<file path="src/rtl/mssd_pkg.sv">
// ----------------------------------------------------------------------------
// mssd_pkg - shared types and constants of the masked SSD cost/force block
// Field widths, fixed-point shifts, the queue entry layout and register map.
// ----------------------------------------------------------------------------
package mssd_pkg;

  // Defaults for the top-level parameters
  localparam int DEF_PIXEL_BITS = 16;
  localparam int DEF_COUNT_BITS = 24;

  // Fixed field widths
  localparam int GRAD_W  = 16;  // Q8.8 gradient
  localparam int SUM_W   = 58;  // running sum of squared differences
  localparam int FORCE_W = 32;  // Q16.16 force
  localparam int COST_W  = 40;  // unsigned Q.8 cost

  // Fixed-point scaling applied ahead of the division
  localparam int FORCE_SHIFT = 8;  // Q8.8 * int -> Q16.16
  localparam int COST_SHIFT  = 7;  // 0.5 * Q.8

  // Divider sizing: the cost dividend is the widest one
  localparam int DIV_W = SUM_W + COST_SHIFT;
  localparam int QUO_W = COST_W + 1;
  localparam int CNT_W = $clog2(DIV_W + 1);

  localparam logic [FORCE_W-1:0] FORCE_POS_LIM = {1'b0, {(FORCE_W-1){1'b1}}};
  localparam logic [FORCE_W-1:0] FORCE_NEG_LIM = {1'b1, {(FORCE_W-1){1'b0}}};

  // Queue between the front and back ends
  localparam int QUEUE_DEPTH = 4;

  // Stream widths
  localparam int OUT_TDATA_W = 3 * FORCE_W + COST_W;

  // Configuration port
  localparam int PADDR_W = 3;
  localparam int PDATA_W = 32;
  localparam logic [PADDR_W-3:0] REG_IMAGE_SIZE = '0;

  // Per-item flags carried with each queued item
  typedef struct packed {
    logic last;
    logic neg_z;
    logic neg_y;
    logic neg_x;
  } item_flags_t;

  localparam int FLAG_W = $bits(item_flags_t);

  // Queue entry: {sum, mag_z, mag_y, mag_x, flags}
  function automatic int entry_width(input int pixel_bits);
    return SUM_W + 3 * (pixel_bits + GRAD_W) + FLAG_W;
  endfunction

  function automatic int in_tdata_width(input int pixel_bits);
    return ((2 * pixel_bits + 3 * GRAD_W + 7) / 8) * 8;
  endfunction

endpackage

</file>
<file path="src/rtl/masked_ssd_cost_and_force_top.sv">
// ----------------------------------------------------------------------------
// masked_ssd_cost_and_force_top - masked SSD cost and force, one pixel per item
// Each pixel takes three force divisions in the back end, and the last pixel
//   of an image a cost division as well. The back end takes a new item only
//   once done with the previous one, and skips division when image_size is 0.
//   The shared bit-serial divider, one quotient bit per cycle, sets the rate.
// Reset: synchronous, active high; clears the sum, image_size and all valids.
// ----------------------------------------------------------------------------
module masked_ssd_cost_and_force_top
  import mssd_pkg::*;
#(
  parameter int PIXEL_BITS = DEF_PIXEL_BITS,
  parameter int COUNT_BITS = DEF_COUNT_BITS
) (
  input  logic                                  clk,
  input  logic                                  rst,
  // input stream
  input  logic                                  s_tvalid,
  output logic                                  s_tready,
  // s_tdata, low to high: pixel_a, pixel_b, grad_x, grad_y, grad_z, zero pad
  input  logic [in_tdata_width(PIXEL_BITS)-1:0] s_tdata,
  // s_tuser: mask_on
  input  logic                                  s_tuser,
  input  logic                                  s_tlast,
  // result stream
  output logic                                  m_tvalid,
  input  logic                                  m_tready,
  // m_tdata, low to high: force_x, force_y, force_z, cost_value
  output logic [OUT_TDATA_W-1:0]                m_tdata,
  output logic                                  m_tlast,
  // configuration port
  input  logic                                  psel,
  input  logic                                  penable,
  input  logic                                  pwrite,
  input  logic [PADDR_W-1:0]                    paddr,
  input  logic [PDATA_W-1:0]                    pwdata,
  output logic [PDATA_W-1:0]                    prdata,
  output logic                                  pready
);

  localparam int NW      = COUNT_BITS + 1;
  localparam int ENTRY_W = entry_width(PIXEL_BITS);
  localparam int PB      = PIXEL_BITS;

  logic [NW-1:0]              image_size;
  logic                       cfg_wr;

  logic                       push_valid, push_ready;
  logic [ENTRY_W-1:0]         push_data;
  logic                       pop_valid, pop_ready;
  logic [ENTRY_W-1:0]         pop_data;

  logic signed [FORCE_W-1:0]  force_x, force_y, force_z;
  logic [COST_W-1:0]          cost_value;
  logic                       cost_ready;

  // ---------------------------------------------------------------------
  // Configuration: a single register, image_size, at byte address 0.
  // Writes land on the access cycle; no wait states.
  // ---------------------------------------------------------------------
  assign pready = 1'b1;
  assign cfg_wr = psel && penable && pwrite && pready;

  always_ff @(posedge clk) begin
    if (rst) begin
      image_size <= '0;
    end else if (cfg_wr && paddr[PADDR_W-1:2] == REG_IMAGE_SIZE) begin
      image_size <= pwdata[NW-1:0];
    end
  end

  always_comb begin
    if (paddr[PADDR_W-1:2] == REG_IMAGE_SIZE) begin
      prdata = PDATA_W'(image_size);
    end else begin
      prdata = '0;
    end
  end

  // ---------------------------------------------------------------------
  // Front end: difference, products and running sum, two register stages.
  // It keeps accepting pixels while the back end is busy, until the queue
  // fills up.
  // ---------------------------------------------------------------------
  mssd_front #(
    .PIXEL_BITS (PIXEL_BITS)
  ) u_front (
    .clk        (clk),
    .rst        (rst),
    .in_valid   (s_tvalid),
    .in_ready   (s_tready),
    .pixel_a    (s_tdata[PB-1:0]),
    .pixel_b    (s_tdata[2*PB-1:PB]),
    .mask_on    (s_tuser),
    .grad_x     (s_tdata[2*PB +: GRAD_W]),
    .grad_y     (s_tdata[2*PB+GRAD_W +: GRAD_W]),
    .grad_z     (s_tdata[2*PB+2*GRAD_W +: GRAD_W]),
    .last_pixel (s_tlast),
    .push_valid (push_valid),
    .push_ready (push_ready),
    .push_data  (push_data)
  );

  // ---------------------------------------------------------------------
  // Decoupling queue: holds product magnitudes, signs, last flag and the
  // running sum including that pixel, used for the cost at the last pixel.
  // ---------------------------------------------------------------------
  mssd_queue #(
    .WIDTH (ENTRY_W),
    .DEPTH (QUEUE_DEPTH)
  ) u_queue (
    .clk      (clk),
    .rst      (rst),
    .wr_valid (push_valid),
    .wr_ready (push_ready),
    .wr_data  (push_data),
    .rd_valid (pop_valid),
    .rd_ready (pop_ready),
    .rd_data  (pop_data)
  );

  // ---------------------------------------------------------------------
  // Back end: serial divisions by image_size, saturation, result register.
  // The result register lets the back end finish while the sink stalls.
  // ---------------------------------------------------------------------
  mssd_back #(
    .PIXEL_BITS (PIXEL_BITS),
    .COUNT_BITS (COUNT_BITS)
  ) u_back (
    .clk        (clk),
    .rst        (rst),
    .image_size (image_size),
    .pop_valid  (pop_valid),
    .pop_ready  (pop_ready),
    .pop_data   (pop_data),
    .out_valid  (m_tvalid),
    .out_ready  (m_tready),
    .force_x    (force_x),
    .force_y    (force_y),
    .force_z    (force_z),
    .cost_value (cost_value),
    .cost_ready (cost_ready)
  );

  // Pack the result item; cost_ready rides on tlast
  assign m_tdata = {cost_value, force_z, force_y, force_x};
  assign m_tlast = cost_ready;

endmodule

</file>
<file path="src/rtl/mssd_front.sv">
// ----------------------------------------------------------------------------
// mssd_front - input pipeline of the masked SSD cost/force block
// Forms the masked difference, its square and the gradient products, keeps
// the running sum, and pushes one entry per pixel into the queue.
// ----------------------------------------------------------------------------
module mssd_front
  import mssd_pkg::*;
#(
  parameter int PIXEL_BITS = DEF_PIXEL_BITS
) (
  input  logic                                   clk,
  input  logic                                   rst,
  input  logic                                   in_valid,
  output logic                                   in_ready,
  input  logic signed [PIXEL_BITS-1:0]           pixel_a,
  input  logic signed [PIXEL_BITS-1:0]           pixel_b,
  input  logic                                   mask_on,
  input  logic signed [GRAD_W-1:0]               grad_x,
  input  logic signed [GRAD_W-1:0]               grad_y,
  input  logic signed [GRAD_W-1:0]               grad_z,
  input  logic                                   last_pixel,
  output logic                                   push_valid,
  input  logic                                   push_ready,
  output logic [entry_width(PIXEL_BITS)-1:0]     push_data
);

  localparam int DELTA_W = PIXEL_BITS + 1;
  localparam int MAG_W   = PIXEL_BITS + GRAD_W;
  localparam int PROD_W  = DELTA_W + GRAD_W;
  localparam int SQ_W    = 2 * PIXEL_BITS + 1;

  // Stage A: difference
  logic                      a_valid;
  logic signed [DELTA_W-1:0] a_delta;
  logic [DELTA_W-1:0]        a_dabs;
  logic signed [GRAD_W-1:0]  a_gx, a_gy, a_gz;
  logic                      a_last;

  // Stage B: products
  logic                      b_valid;
  logic signed [PROD_W-1:0]  b_px, b_py, b_pz;
  logic [SQ_W-1:0]           b_sq;
  logic                      b_last;

  logic [SUM_W-1:0]          sum;

  logic                      b_free, a_free, move_a, move_b;
  logic signed [DELTA_W-1:0] delta_raw;
  logic [DELTA_W-1:0]        dabs_raw;
  logic [PROD_W-1:0]         abs_x, abs_y, abs_z;
  logic [SUM_W:0]            sum_add;
  logic [SUM_W-1:0]          sum_new;
  item_flags_t               flags;

  assign move_b   = b_valid && push_ready;
  assign b_free   = !b_valid || push_ready;
  assign move_a   = a_valid && b_free;
  assign a_free   = !a_valid || b_free;
  assign in_ready = a_free;

  always_comb begin
    delta_raw = DELTA_W'(pixel_a) - DELTA_W'(pixel_b);
    dabs_raw  = delta_raw[DELTA_W-1] ? DELTA_W'(-delta_raw) : DELTA_W'(delta_raw);
  end

  always_ff @(posedge clk) begin
    if (rst) begin
      a_valid <= 1'b0;
    end else if (a_free) begin
      a_valid <= in_valid;
    end
    if (a_free && in_valid) begin
      // unmasked pixels carry a zero difference: zero force, nothing summed
      a_delta <= mask_on ? delta_raw : '0;
      a_dabs  <= mask_on ? dabs_raw : '0;
      a_gx    <= grad_x;
      a_gy    <= grad_y;
      a_gz    <= grad_z;
      a_last  <= last_pixel;
    end
  end

  always_ff @(posedge clk) begin
    if (rst) begin
      b_valid <= 1'b0;
    end else if (b_free) begin
      b_valid <= a_valid;
    end
    if (move_a) begin
      b_px   <= PROD_W'(a_delta * a_gx);
      b_py   <= PROD_W'(a_delta * a_gy);
      b_pz   <= PROD_W'(a_delta * a_gz);
      b_sq   <= SQ_W'(a_dabs * a_dabs);
      b_last <= a_last;
    end
  end

  // Push stage: magnitudes, saturating accumulate
  always_comb begin
    abs_x   = b_px[PROD_W-1] ? PROD_W'(-b_px) : PROD_W'(b_px);
    abs_y   = b_py[PROD_W-1] ? PROD_W'(-b_py) : PROD_W'(b_py);
    abs_z   = b_pz[PROD_W-1] ? PROD_W'(-b_pz) : PROD_W'(b_pz);
    sum_add = {1'b0, sum} + (SUM_W+1)'(b_sq);
    sum_new = sum_add[SUM_W] ? {SUM_W{1'b1}} : sum_add[SUM_W-1:0];
    flags.last  = b_last;
    flags.neg_x = b_px[PROD_W-1];
    flags.neg_y = b_py[PROD_W-1];
    flags.neg_z = b_pz[PROD_W-1];
  end

  assign push_valid = b_valid;
  assign push_data  = {sum_new, abs_z[MAG_W-1:0], abs_y[MAG_W-1:0], abs_x[MAG_W-1:0], flags};

  always_ff @(posedge clk) begin
    if (rst) begin
      sum <= '0;
    end else if (move_b) begin
      // clear on the last pixel after its snapshot went into the queue
      sum <= b_last ? '0 : sum_new;
    end
  end

endmodule

</file>
<file path="src/rtl/mssd_queue.sv">
// ----------------------------------------------------------------------------
// mssd_queue - small FIFO between the front and back ends
// Register-based, first-word fall-through.
// ----------------------------------------------------------------------------
module mssd_queue
  import mssd_pkg::*;
#(
  parameter int WIDTH = 8,
  parameter int DEPTH = QUEUE_DEPTH
) (
  input  logic             clk,
  input  logic             rst,
  input  logic             wr_valid,
  output logic             wr_ready,
  input  logic [WIDTH-1:0] wr_data,
  output logic             rd_valid,
  input  logic             rd_ready,
  output logic [WIDTH-1:0] rd_data
);

  localparam int PTR_W = $clog2(DEPTH);
  localparam int CNT_Q = $clog2(DEPTH + 1);

  logic [WIDTH-1:0] mem [DEPTH];
  logic [PTR_W-1:0] wr_ptr, rd_ptr;
  logic [CNT_Q-1:0] count;
  logic             do_wr, do_rd;

  assign wr_ready = (count != CNT_Q'(DEPTH));
  assign rd_valid = (count != '0);
  assign rd_data  = mem[rd_ptr];
  assign do_wr    = wr_valid && wr_ready;
  assign do_rd    = rd_valid && rd_ready;

  always_ff @(posedge clk) begin
    if (do_wr) begin
      mem[wr_ptr] <= wr_data;
    end
  end

  always_ff @(posedge clk) begin
    if (rst) begin
      wr_ptr <= '0;
      rd_ptr <= '0;
      count  <= '0;
    end else begin
      if (do_wr) begin
        wr_ptr <= (wr_ptr == PTR_W'(DEPTH - 1)) ? '0 : wr_ptr + 1'b1;
      end
      if (do_rd) begin
        rd_ptr <= (rd_ptr == PTR_W'(DEPTH - 1)) ? '0 : rd_ptr + 1'b1;
      end
      if (do_wr && !do_rd) begin
        count <= count + 1'b1;
      end else if (do_rd && !do_wr) begin
        count <= count - 1'b1;
      end
    end
  end

endmodule

</file>
<file path="src/rtl/mssd_back.sv">
// ----------------------------------------------------------------------------
// mssd_back - division sequencer and result register
// One bit-serial restoring divider runs the three force quotients and, on
// the last pixel, the cost quotient; results are saturated and registered.
// ----------------------------------------------------------------------------
module mssd_back
  import mssd_pkg::*;
#(
  parameter int PIXEL_BITS = DEF_PIXEL_BITS,
  parameter int COUNT_BITS = DEF_COUNT_BITS
) (
  input  logic                                clk,
  input  logic                                rst,
  input  logic [COUNT_BITS:0]                 image_size,
  input  logic                                pop_valid,
  output logic                                pop_ready,
  input  logic [entry_width(PIXEL_BITS)-1:0]  pop_data,
  output logic                                out_valid,
  input  logic                                out_ready,
  output logic signed [FORCE_W-1:0]           force_x,
  output logic signed [FORCE_W-1:0]           force_y,
  output logic signed [FORCE_W-1:0]           force_z,
  output logic [COST_W-1:0]                   cost_value,
  output logic                                cost_ready
);

  localparam int NW     = COUNT_BITS + 1;
  localparam int MAG_W  = PIXEL_BITS + GRAD_W;
  localparam int FSTEPS = MAG_W + FORCE_SHIFT;
  localparam int PAD_W  = DIV_W - FSTEPS;

  typedef enum logic [4:0] {
    S_IDLE  = 5'b00001,
    S_LOAD  = 5'b00010,
    S_DIV   = 5'b00100,
    S_STORE = 5'b01000,
    S_OUT   = 5'b10000
  } state_t;

  typedef enum logic [1:0] {
    JOB_X,
    JOB_Y,
    JOB_Z,
    JOB_COST
  } job_t;

  state_t              state;
  job_t                job;
  item_flags_t         e_flags;
  logic [MAG_W-1:0]    e_mag_x, e_mag_y, e_mag_z;
  logic [SUM_W-1:0]    e_sum;
  logic [DIV_W-1:0]    shreg;
  logic [NW-1:0]       rem;
  logic [QUO_W-1:0]    quo;
  logic                ovf;
  logic [CNT_W-1:0]    cnt;
  logic [FORCE_W-1:0]  res_x, res_y, res_z;
  logic [COST_W-1:0]   res_cost;

  logic [NW:0]         rem_sh;
  logic                ge;
  logic [NW-1:0]       rem_next;
  logic [MAG_W-1:0]    mag_sel;
  logic                neg_sel;
  logic [FORCE_W-1:0]  force_res;
  logic [COST_W-1:0]   cost_res;
  logic                out_load;

  function automatic logic [FORCE_W-1:0] sat_force(input logic [QUO_W-1:0] q,
                                                   input logic ovf_in,
                                                   input logic neg);
    logic [FORCE_W-1:0] r;
    if (neg) begin
      if (ovf_in || q > QUO_W'(FORCE_NEG_LIM)) begin
        r = FORCE_NEG_LIM;
      end else begin
        r = FORCE_W'(0) - q[FORCE_W-1:0];
      end
    end else begin
      if (ovf_in || q > QUO_W'(FORCE_POS_LIM)) begin
        r = FORCE_POS_LIM;
      end else begin
        r = q[FORCE_W-1:0];
      end
    end
    return r;
  endfunction

  assign pop_ready = (state == S_IDLE);
  assign out_load  = (state == S_OUT) && (!out_valid || out_ready);

  // One restoring-division step
  always_comb begin
    rem_sh   = {rem, shreg[DIV_W-1]};
    ge       = (rem_sh >= {1'b0, image_size});
    rem_next = ge ? NW'(rem_sh - {1'b0, image_size}) : rem_sh[NW-1:0];
  end

  always_comb begin
    unique case (job)
      JOB_X: begin
        mag_sel = e_mag_x;
        neg_sel = e_flags.neg_x;
      end
      JOB_Y: begin
        mag_sel = e_mag_y;
        neg_sel = e_flags.neg_y;
      end
      JOB_Z: begin
        mag_sel = e_mag_z;
        neg_sel = e_flags.neg_z;
      end
      default: begin
        mag_sel = '0;
        neg_sel = 1'b0;
      end
    endcase
    force_res = sat_force(quo, ovf, neg_sel);
    cost_res  = (ovf || quo[QUO_W-1]) ? {COST_W{1'b1}} : quo[COST_W-1:0];
  end

  always_ff @(posedge clk) begin
    if (rst) begin
      state <= S_IDLE;
      job   <= JOB_X;
    end else begin
      unique case (state)
        S_IDLE: begin
          if (pop_valid) begin
            job   <= JOB_X;
            // a zero image size yields all-zero results with no division
            state <= (image_size == '0) ? S_OUT : S_LOAD;
          end
        end
        S_LOAD: begin
          state <= S_DIV;
        end
        S_DIV: begin
          if (cnt == '0) begin
            state <= S_STORE;
          end
        end
        S_STORE: begin
          if (job == JOB_COST || (job == JOB_Z && !e_flags.last)) begin
            state <= S_OUT;
          end else begin
            job   <= job_t'(job + 1'b1);
            state <= S_LOAD;
          end
        end
        S_OUT: begin
          if (out_load) begin
            state <= S_IDLE;
          end
        end
        default: begin
          state <= S_IDLE;
        end
      endcase
    end
  end

  // Datapath
  always_ff @(posedge clk) begin
    if (state == S_IDLE && pop_valid) begin
      e_flags  <= pop_data[FLAG_W-1:0];
      e_mag_x  <= pop_data[FLAG_W +: MAG_W];
      e_mag_y  <= pop_data[FLAG_W + MAG_W +: MAG_W];
      e_mag_z  <= pop_data[FLAG_W + 2*MAG_W +: MAG_W];
      e_sum    <= pop_data[FLAG_W + 3*MAG_W +: SUM_W];
      res_x    <= '0;
      res_y    <= '0;
      res_z    <= '0;
      res_cost <= '0;
    end
    if (state == S_LOAD) begin
      rem <= '0;
      quo <= '0;
      ovf <= 1'b0;
      if (job == JOB_COST) begin
        shreg <= {e_sum, {COST_SHIFT{1'b0}}};
        cnt   <= CNT_W'(DIV_W - 1);
      end else begin
        shreg <= {mag_sel, {FORCE_SHIFT{1'b0}}, {PAD_W{1'b0}}};
        cnt   <= CNT_W'(FSTEPS - 1);
      end
    end
    if (state == S_DIV) begin
      rem   <= rem_next;
      quo   <= {quo[QUO_W-2:0], ge};
      ovf   <= ovf | quo[QUO_W-1];
      shreg <= {shreg[DIV_W-2:0], 1'b0};
      cnt   <= cnt - 1'b1;
    end
    if (state == S_STORE) begin
      unique case (job)
        JOB_X:    res_x    <= force_res;
        JOB_Y:    res_y    <= force_res;
        JOB_Z:    res_z    <= force_res;
        default:  res_cost <= cost_res;
      endcase
    end
  end

  // Output register
  always_ff @(posedge clk) begin
    if (rst) begin
      out_valid <= 1'b0;
    end else if (out_load) begin
      out_valid <= 1'b1;
    end else if (out_ready) begin
      out_valid <= 1'b0;
    end
    if (out_load) begin
      force_x    <= res_x;
      force_y    <= res_y;
      force_z    <= res_z;
      cost_value <= res_cost;
      cost_ready <= e_flags.last;
    end
  end

endmodule

</file>
<file path="config.mk">
export PLATFORM = sky130hd
export DESIGN_NAME = masked_ssd_cost_and_force_top
export DESIGN_NICKNAME = d
export VERILOG_FILES = /design/src/rtl/mssd_pkg.sv /design/src/rtl/masked_ssd_cost_and_force_top.sv /design/src/rtl/mssd_front.sv /design/src/rtl/mssd_queue.sv /design/src/rtl/mssd_back.sv
export SDC_FILE = /design/constraint.sdc
export NUM_CORES = 2
export LEC_CHECK = 0
export ABC_AREA = 1
export BUFFER_PORTS_ARGS = -buffer_cell sky130_fd_sc_hd__buf_2
export CAP_MARGIN = 20
export CORE_UTILIZATION = 45
export CTS_BUF_LIST = sky130_fd_sc_hd__clkbuf_4 sky130_fd_sc_hd__clkbuf_8 sky130_fd_sc_hd__clkbuf_16
export CTS_CLUSTER_DIAMETER = 80
export DETAILED_ROUTE_END_ITERATION = 10
export SLEW_MARGIN = 0
export SYNTH_ARGS = -nofsm -noshare
export SYNTH_HDL_FRONTEND = slang
export SYNTH_SLANG_ARGS = --single-unit
</file>
<file path="constraint.sdc">
create_clock -name clk -period 12.7 [get_ports clk]
set_clock_uncertainty 0.1 [all_clocks]
set_input_delay 1.905 -clock clk [delete_from_list [all_inputs] [get_ports clk]]
set_output_delay 1.905 -clock clk [all_outputs]
set_load 0.02 [all_outputs]
</file>
# Yosys cells after proc, flatten, opt, wreduce, memory -nomap -nowiden
# Memories as Yosys holds them, arrays and structs flattened. A register that Yosys moved wholly into a read port is not among the register bits.
# Cells that the tools add are included.
# classes
add_sub_neg	14
mul	4
n_div	0
n_lt_le_gt_ge	3
n_eq_ne	15
shift	0
n_mux	55
bitwise	2
n_reduce_logical	36
# op_table
cell	n
$mux W32	15
$mux W65	3
$mux W40	4
$mux W58	2
$mux W25	4
$mul A17 B16 Y33	3
$neg A32 Y32	3
$pmux W32 S3	1
$mux W41	2
$add A58 B33 Y59	1
$gt A41 B31 Y1 const B	1
$gt A41 B32 Y1 const B	1
$mul A17 B17 Y33	1
$sub A1 B32 Y32 const A	1
$ge A26 B25 Y1	1
$logic_not A25 Y1	1
$mux W5	5
$pmux W5 S5	1
$sub A25 B25 Y25	1
$mux W7	3
$neg A17 Y17	1
$sub A16 B16 Y17	1
$mux W16	1
$logic_and A1 B1 Y1	11
30 further kinds	61
# totals
register_bits	728
latch_bits	0
ram_bits	632
mem_bits_ro	0
output_inout_bits	172
elab_cells	167
mem_count	1
# mem_list
memory	words	width	rd	rd_ports_with_merged_regs	write_ports	line	rtl
u_queue.mem	4	158	1	1	1	mssd_queue.sv:24	logic [WIDTH-1:0] mem [DEPTH];

# Logic depth before layout (Yosys ltp)
# depth
word_depth	6
depth_mapped	27

# Hierarchy
# Synthesis repeated with hierarchy kept, for this count alone.
# unflattened
hier_cells	11415
hier_area_um2	107120.2
# modules_own_cells
mod	instances	cells_each	area_per_inst_um2	seq_area_each_um2
mssd_front	1	7240	57532.7	7627.3
mssd_back	1	2350	24268.3	15705.1
mssd_queue	1	1596	23895.4	19158.4
masked_ssd_cost_and_force_top	1	229	1423.9	500.5

# Least setup slack after synthesis
# Ideal clock, no wire load.
# synth_path
path_type	reg2reg
start	register u_back.state[2]
end	register u_queue.count[1]
arrival_ps	9151
required_ps	12480
setup_slack_ps	3329
path_stages_with_launch	14
path_buffers	2
cell_sequence	dfxtp_1 -> nor2_1 -> inv_1 -> nor4_2 -> inv_1 -> nor2_1 -> inv_2 -> clkbuf_1 -> buf_2 -> ha_1 -> inv_1 -> fa_1 -> o21ai_0 -> a21oi_1
# synth_between
elab_chain_cells	5
elab_cells_between_ends	7
cone_classes	1 x eq/ne; 1 x mux; 5 x reduce/logical
# synth_lines
item	line	rtl
from (decl)	mssd_back.sv:47	state_t state;
from (signal assigned)	mssd_back.sv:132	state <= (image_size == '0) ? S_OUT : S_LOAD;
$eq A5 B1 Y1 (*)	mssd_back.sv:89	assign pop_ready = (state == S_IDLE);
$logic_and A1 B1 Y1 (*)	mssd_queue.sv:33	assign do_rd = rd_valid && rd_ready;
named net u_queue.do_rd	mssd_queue.sv:27	logic do_wr, do_rd;
$logic_not A1 Y1	mssd_queue.sv:53	if (do_wr && !do_rd) begin
$logic_and A1 B1 Y1	mssd_queue.sv:53	
$mux W3 or $reduce_bool A2 Y1 (tied branches)	--	
to (signal assigned)	mssd_queue.sv:54	count <= count + 1'b1;
to (signal assigned)	mssd_queue.sv:56	count <= count - 1'b1;
to (decl)	mssd_queue.sv:26	logic [CNT_Q-1:0] count;
# The timed path passes the listed nets; every way through them passes the cells marked *.
# A chain may end at the register's enable or synchronous reset.

# Worst setup path in the final report
# layout_path
start	register u_front.a_delta[7]
end	register u_front.b_py[31] (data pin)
# layout_between
elab_chain_cells	1
# layout_lines
item	line	rtl
from (decl)	mssd_front.sv:34	logic signed [DELTA_W-1:0] a_delta;
from (signal assigned)	mssd_front.sv:74	a_delta <= mask_on ? delta_raw : '0;
$mul A17 B16 Y33	mssd_front.sv:91	b_py <= PROD_W'(a_delta * a_gy);
to (signal assigned)	mssd_front.sv:91	
to (decl)	mssd_front.sv:41	logic signed [PROD_W-1:0] b_px, b_py, b_pz;
# No other way between the ends.

==> results.cfg <==
[synth]
synthArstFlopShare = 0
synthDistinctLibCells = 59
synthFlopType = edfxtp_1
yosys-top-cells-area = edfxtp_1 37%, fa_1 20%, nand2_1 8.5%, inv_1 7.8%, ha_1 5.4%
synth-seq-cells = 1509
synth_top_area_cell = edfxtp_1
synth_edf_count = 1273
netlist_area_um2 = 104000
ys_warn_count = 0
avgSynthCellArea_um2 = 9.46
syn_inst = 11000
synth_top_area_frac = 0.366
synth_seq_area_share = 0.411

[setup_path]
worstPathArrival_ps = 7930
crit_path_frequent_cell = fa_1
slowest_delay_ps = 1080
cp-start-kind = flip-flop
cp_slowest_cell = edfxtp_1
critPathBufInv = 4
crit_type = flip-flop to flip-flop
critPathRequiredTime_ps = 13140
worst_setup_path_end_kind = flip-flop
crit_family = adder cells
cp_max_fo = 31
path_cells = buf_4 -> nand2_1 -> fa_1 -> inv_1 -> fa_1 -> fa_1 -> fa_1 -> fa_1 -> inv_1 -> fa_1 -> inv_1 -> ha_1 -> a21oi_1 -> o21ai_0 -> a21oi_1 -> nor2_1 -> a211oi_1 -> o21ai_0 -> xor2_1

[global_routing]
grt_overflow = 0
grt_util_met3 = 0.0302
grt_pass1_wl_um = 422000
busiest_layer = met2
grt_max_degree = 160
track_usage = 0.230
antenna_found_initial = 9
met2_usage = 0.380
grtUsageMet1 = 0.319
grt_pass1_vias = 75300

[job]
max_cap_violations = 0

[final_layout]
areaGrowthSynthToFinish_pct = 9.65
drive_gt1_frac = 0.0691
nNetsFinal = 12700
layout_common_cells = 2369 x nand2_1, 2155 x inv_1, 1273 x edfxtp_1
final_common_cell = nand2_1

[clocking]
clock-sinks = 1509
htree_levels = 4
tritoncts = built
insertion_delay_ps = 870
postCtsHoldBufs = 0
post-cts-setup-buffers = 0
cts_max_path_buffers = 3
path_clk_slew_ps = 60
numCtsBuffers = 164
cts_resized = 0
cts_root_buf = clkbuf_16

[sta]
rsz0062_at_grt = no
hold_violations = 0
slew_headroom = 0.233
post-route-min-period_ps = 7480
fmax_ghz = 0.134
worst_slew_pin_slew_ps = 1150
setup_viol = 0
maxSlewViolCount = 0
tns_ps = 0
fin_crit_sh = 0.589

[routing]
drc = 0
detail-route-antenna-nets = 0
wl_per_cell_um = 18.8
viasPerCell = 5.18
wirelength_um = 268000
num_vias = 74000
dr.pass1.iters = 6
drtIter0Drc = 5640

[placed_design]
place.gp.congestion = 0.944
hpwl_um = 195000
io_buffers = 278

[die]
die-area_um2 = 234000
die_height_um = 484
fp.dieW_um = 484
io_pins = 296
rows = 176
coreArea_um2 = 230000
start_util = 0.454

[hold_path]
hp-class = flip-flop to flip-flop

[run_status]
status = complete, no violations
## cells by family after synthesis
kind of cell / after synthesis / share of synthesized area
AND/OR/NAND/NOR: 3857 / 0.150
buffers and inverters: 2644 / 0.0959
flip-flops: 1509 / 0.411
adder cells (fa/ha/maj): 1469 / 0.249
AO/OA/AOI/OAI: 1252 / 0.0675
XOR/XNOR: 311 / 0.0261
other: 2 / 0.0000719
## final timing paths
| path | startpoint | end | slack [ps] | cells after the start |
|---|---|---|---|---|
| setup / recovery | u_front.a_delta[7]$_SDFFCE_PN0P_ | u_front.b_py[31]$_DFFE_PP_ | 5220 | 19 |
| hold / removal | u_back.res_x[17]$_DFF_P_ | u_back.force_x[17]$_DFFE_PP_ | 320 | 0 |
| setup reg to reg | u_front.a_delta[7]$_SDFFCE_PN0P_ | u_front.b_py[31]$_DFFE_PP_ | 5220 | 19 |
| hold reg to reg | u_back.res_x[17]$_DFF_P_ | u_back.force_x[17]$_DFFE_PP_ | 320 | 0 |
## synthesized netlist by cell type, drive strengths merged (25+ instances only)
library cell	number
a21oi	309
edfxtp	1273
nor4	26
xor2	196
o21ai	585
o22ai	159
nand2	2372
a22oi	40
ha	448
o21bai	36
fa	1021
nor2	848
nand3	431
buf	63
inv	2176
a22o	25
dfxtp	236
xnor2	115
nand4	81
clkbuf	404
nor3	59
a21o	27
## flip-flops by register name, summed over array words and instances (netlist names), 33 cells and up
| register | count |
|---|---|
| u_back.cost_value | 40 |
| u_back.e_sum | 58 |
| u_back.quo | 41 |
| u_back.res_cost | 40 |
| u_back.shreg | 58 |
| u_front.b_px | 33 |
| u_front.b_py | 33 |
| u_front.b_pz | 33 |
| u_front.sum | 58 |
| u_queue.mem | 632 |
## layout make-up
type	count	area (µm²)
diodes	3	7.51
clock buffers	214	4530
clock inverters	93	1250
fillers	21300	116000
inverters	2177	8190
multi-input cells	6897	51600
flip-flops and latches	1509	43000
well taps	3026	3790
repair buffers	362	2210
## per-layer routing
metal | wire length (µm) | share of wire
met3 | 15600 | 0.058
met2 | 127000 | 0.47
met4 | 6020 | 0.022
met1 | 120000 | 0.45
met5 | 12 | 0.000045
## per-stage QoR
stage / setup WS [ps] / utilization / cell area (µm²) / cells / hold WS (ps)
final: 5220 / 0.497 / 115000 / 14300 / 319
after CTS: 5280 / 0.497 / 114000 / 14300 / 305
after floorplan: 3330 / - / 105000 / 11100 / 300
after global routing: 4940 / 0.497 / 115000 / 14300 / 319
after detailed placement: 5370 / 0.472 / 109000 / 14000 / 316
after global placement: 5400 / 0.471 / 109000 / 14000 / 313
Power is not shown: default switching activity piles up to over one toggle a cycle in this logic, so the estimate is an artifact.
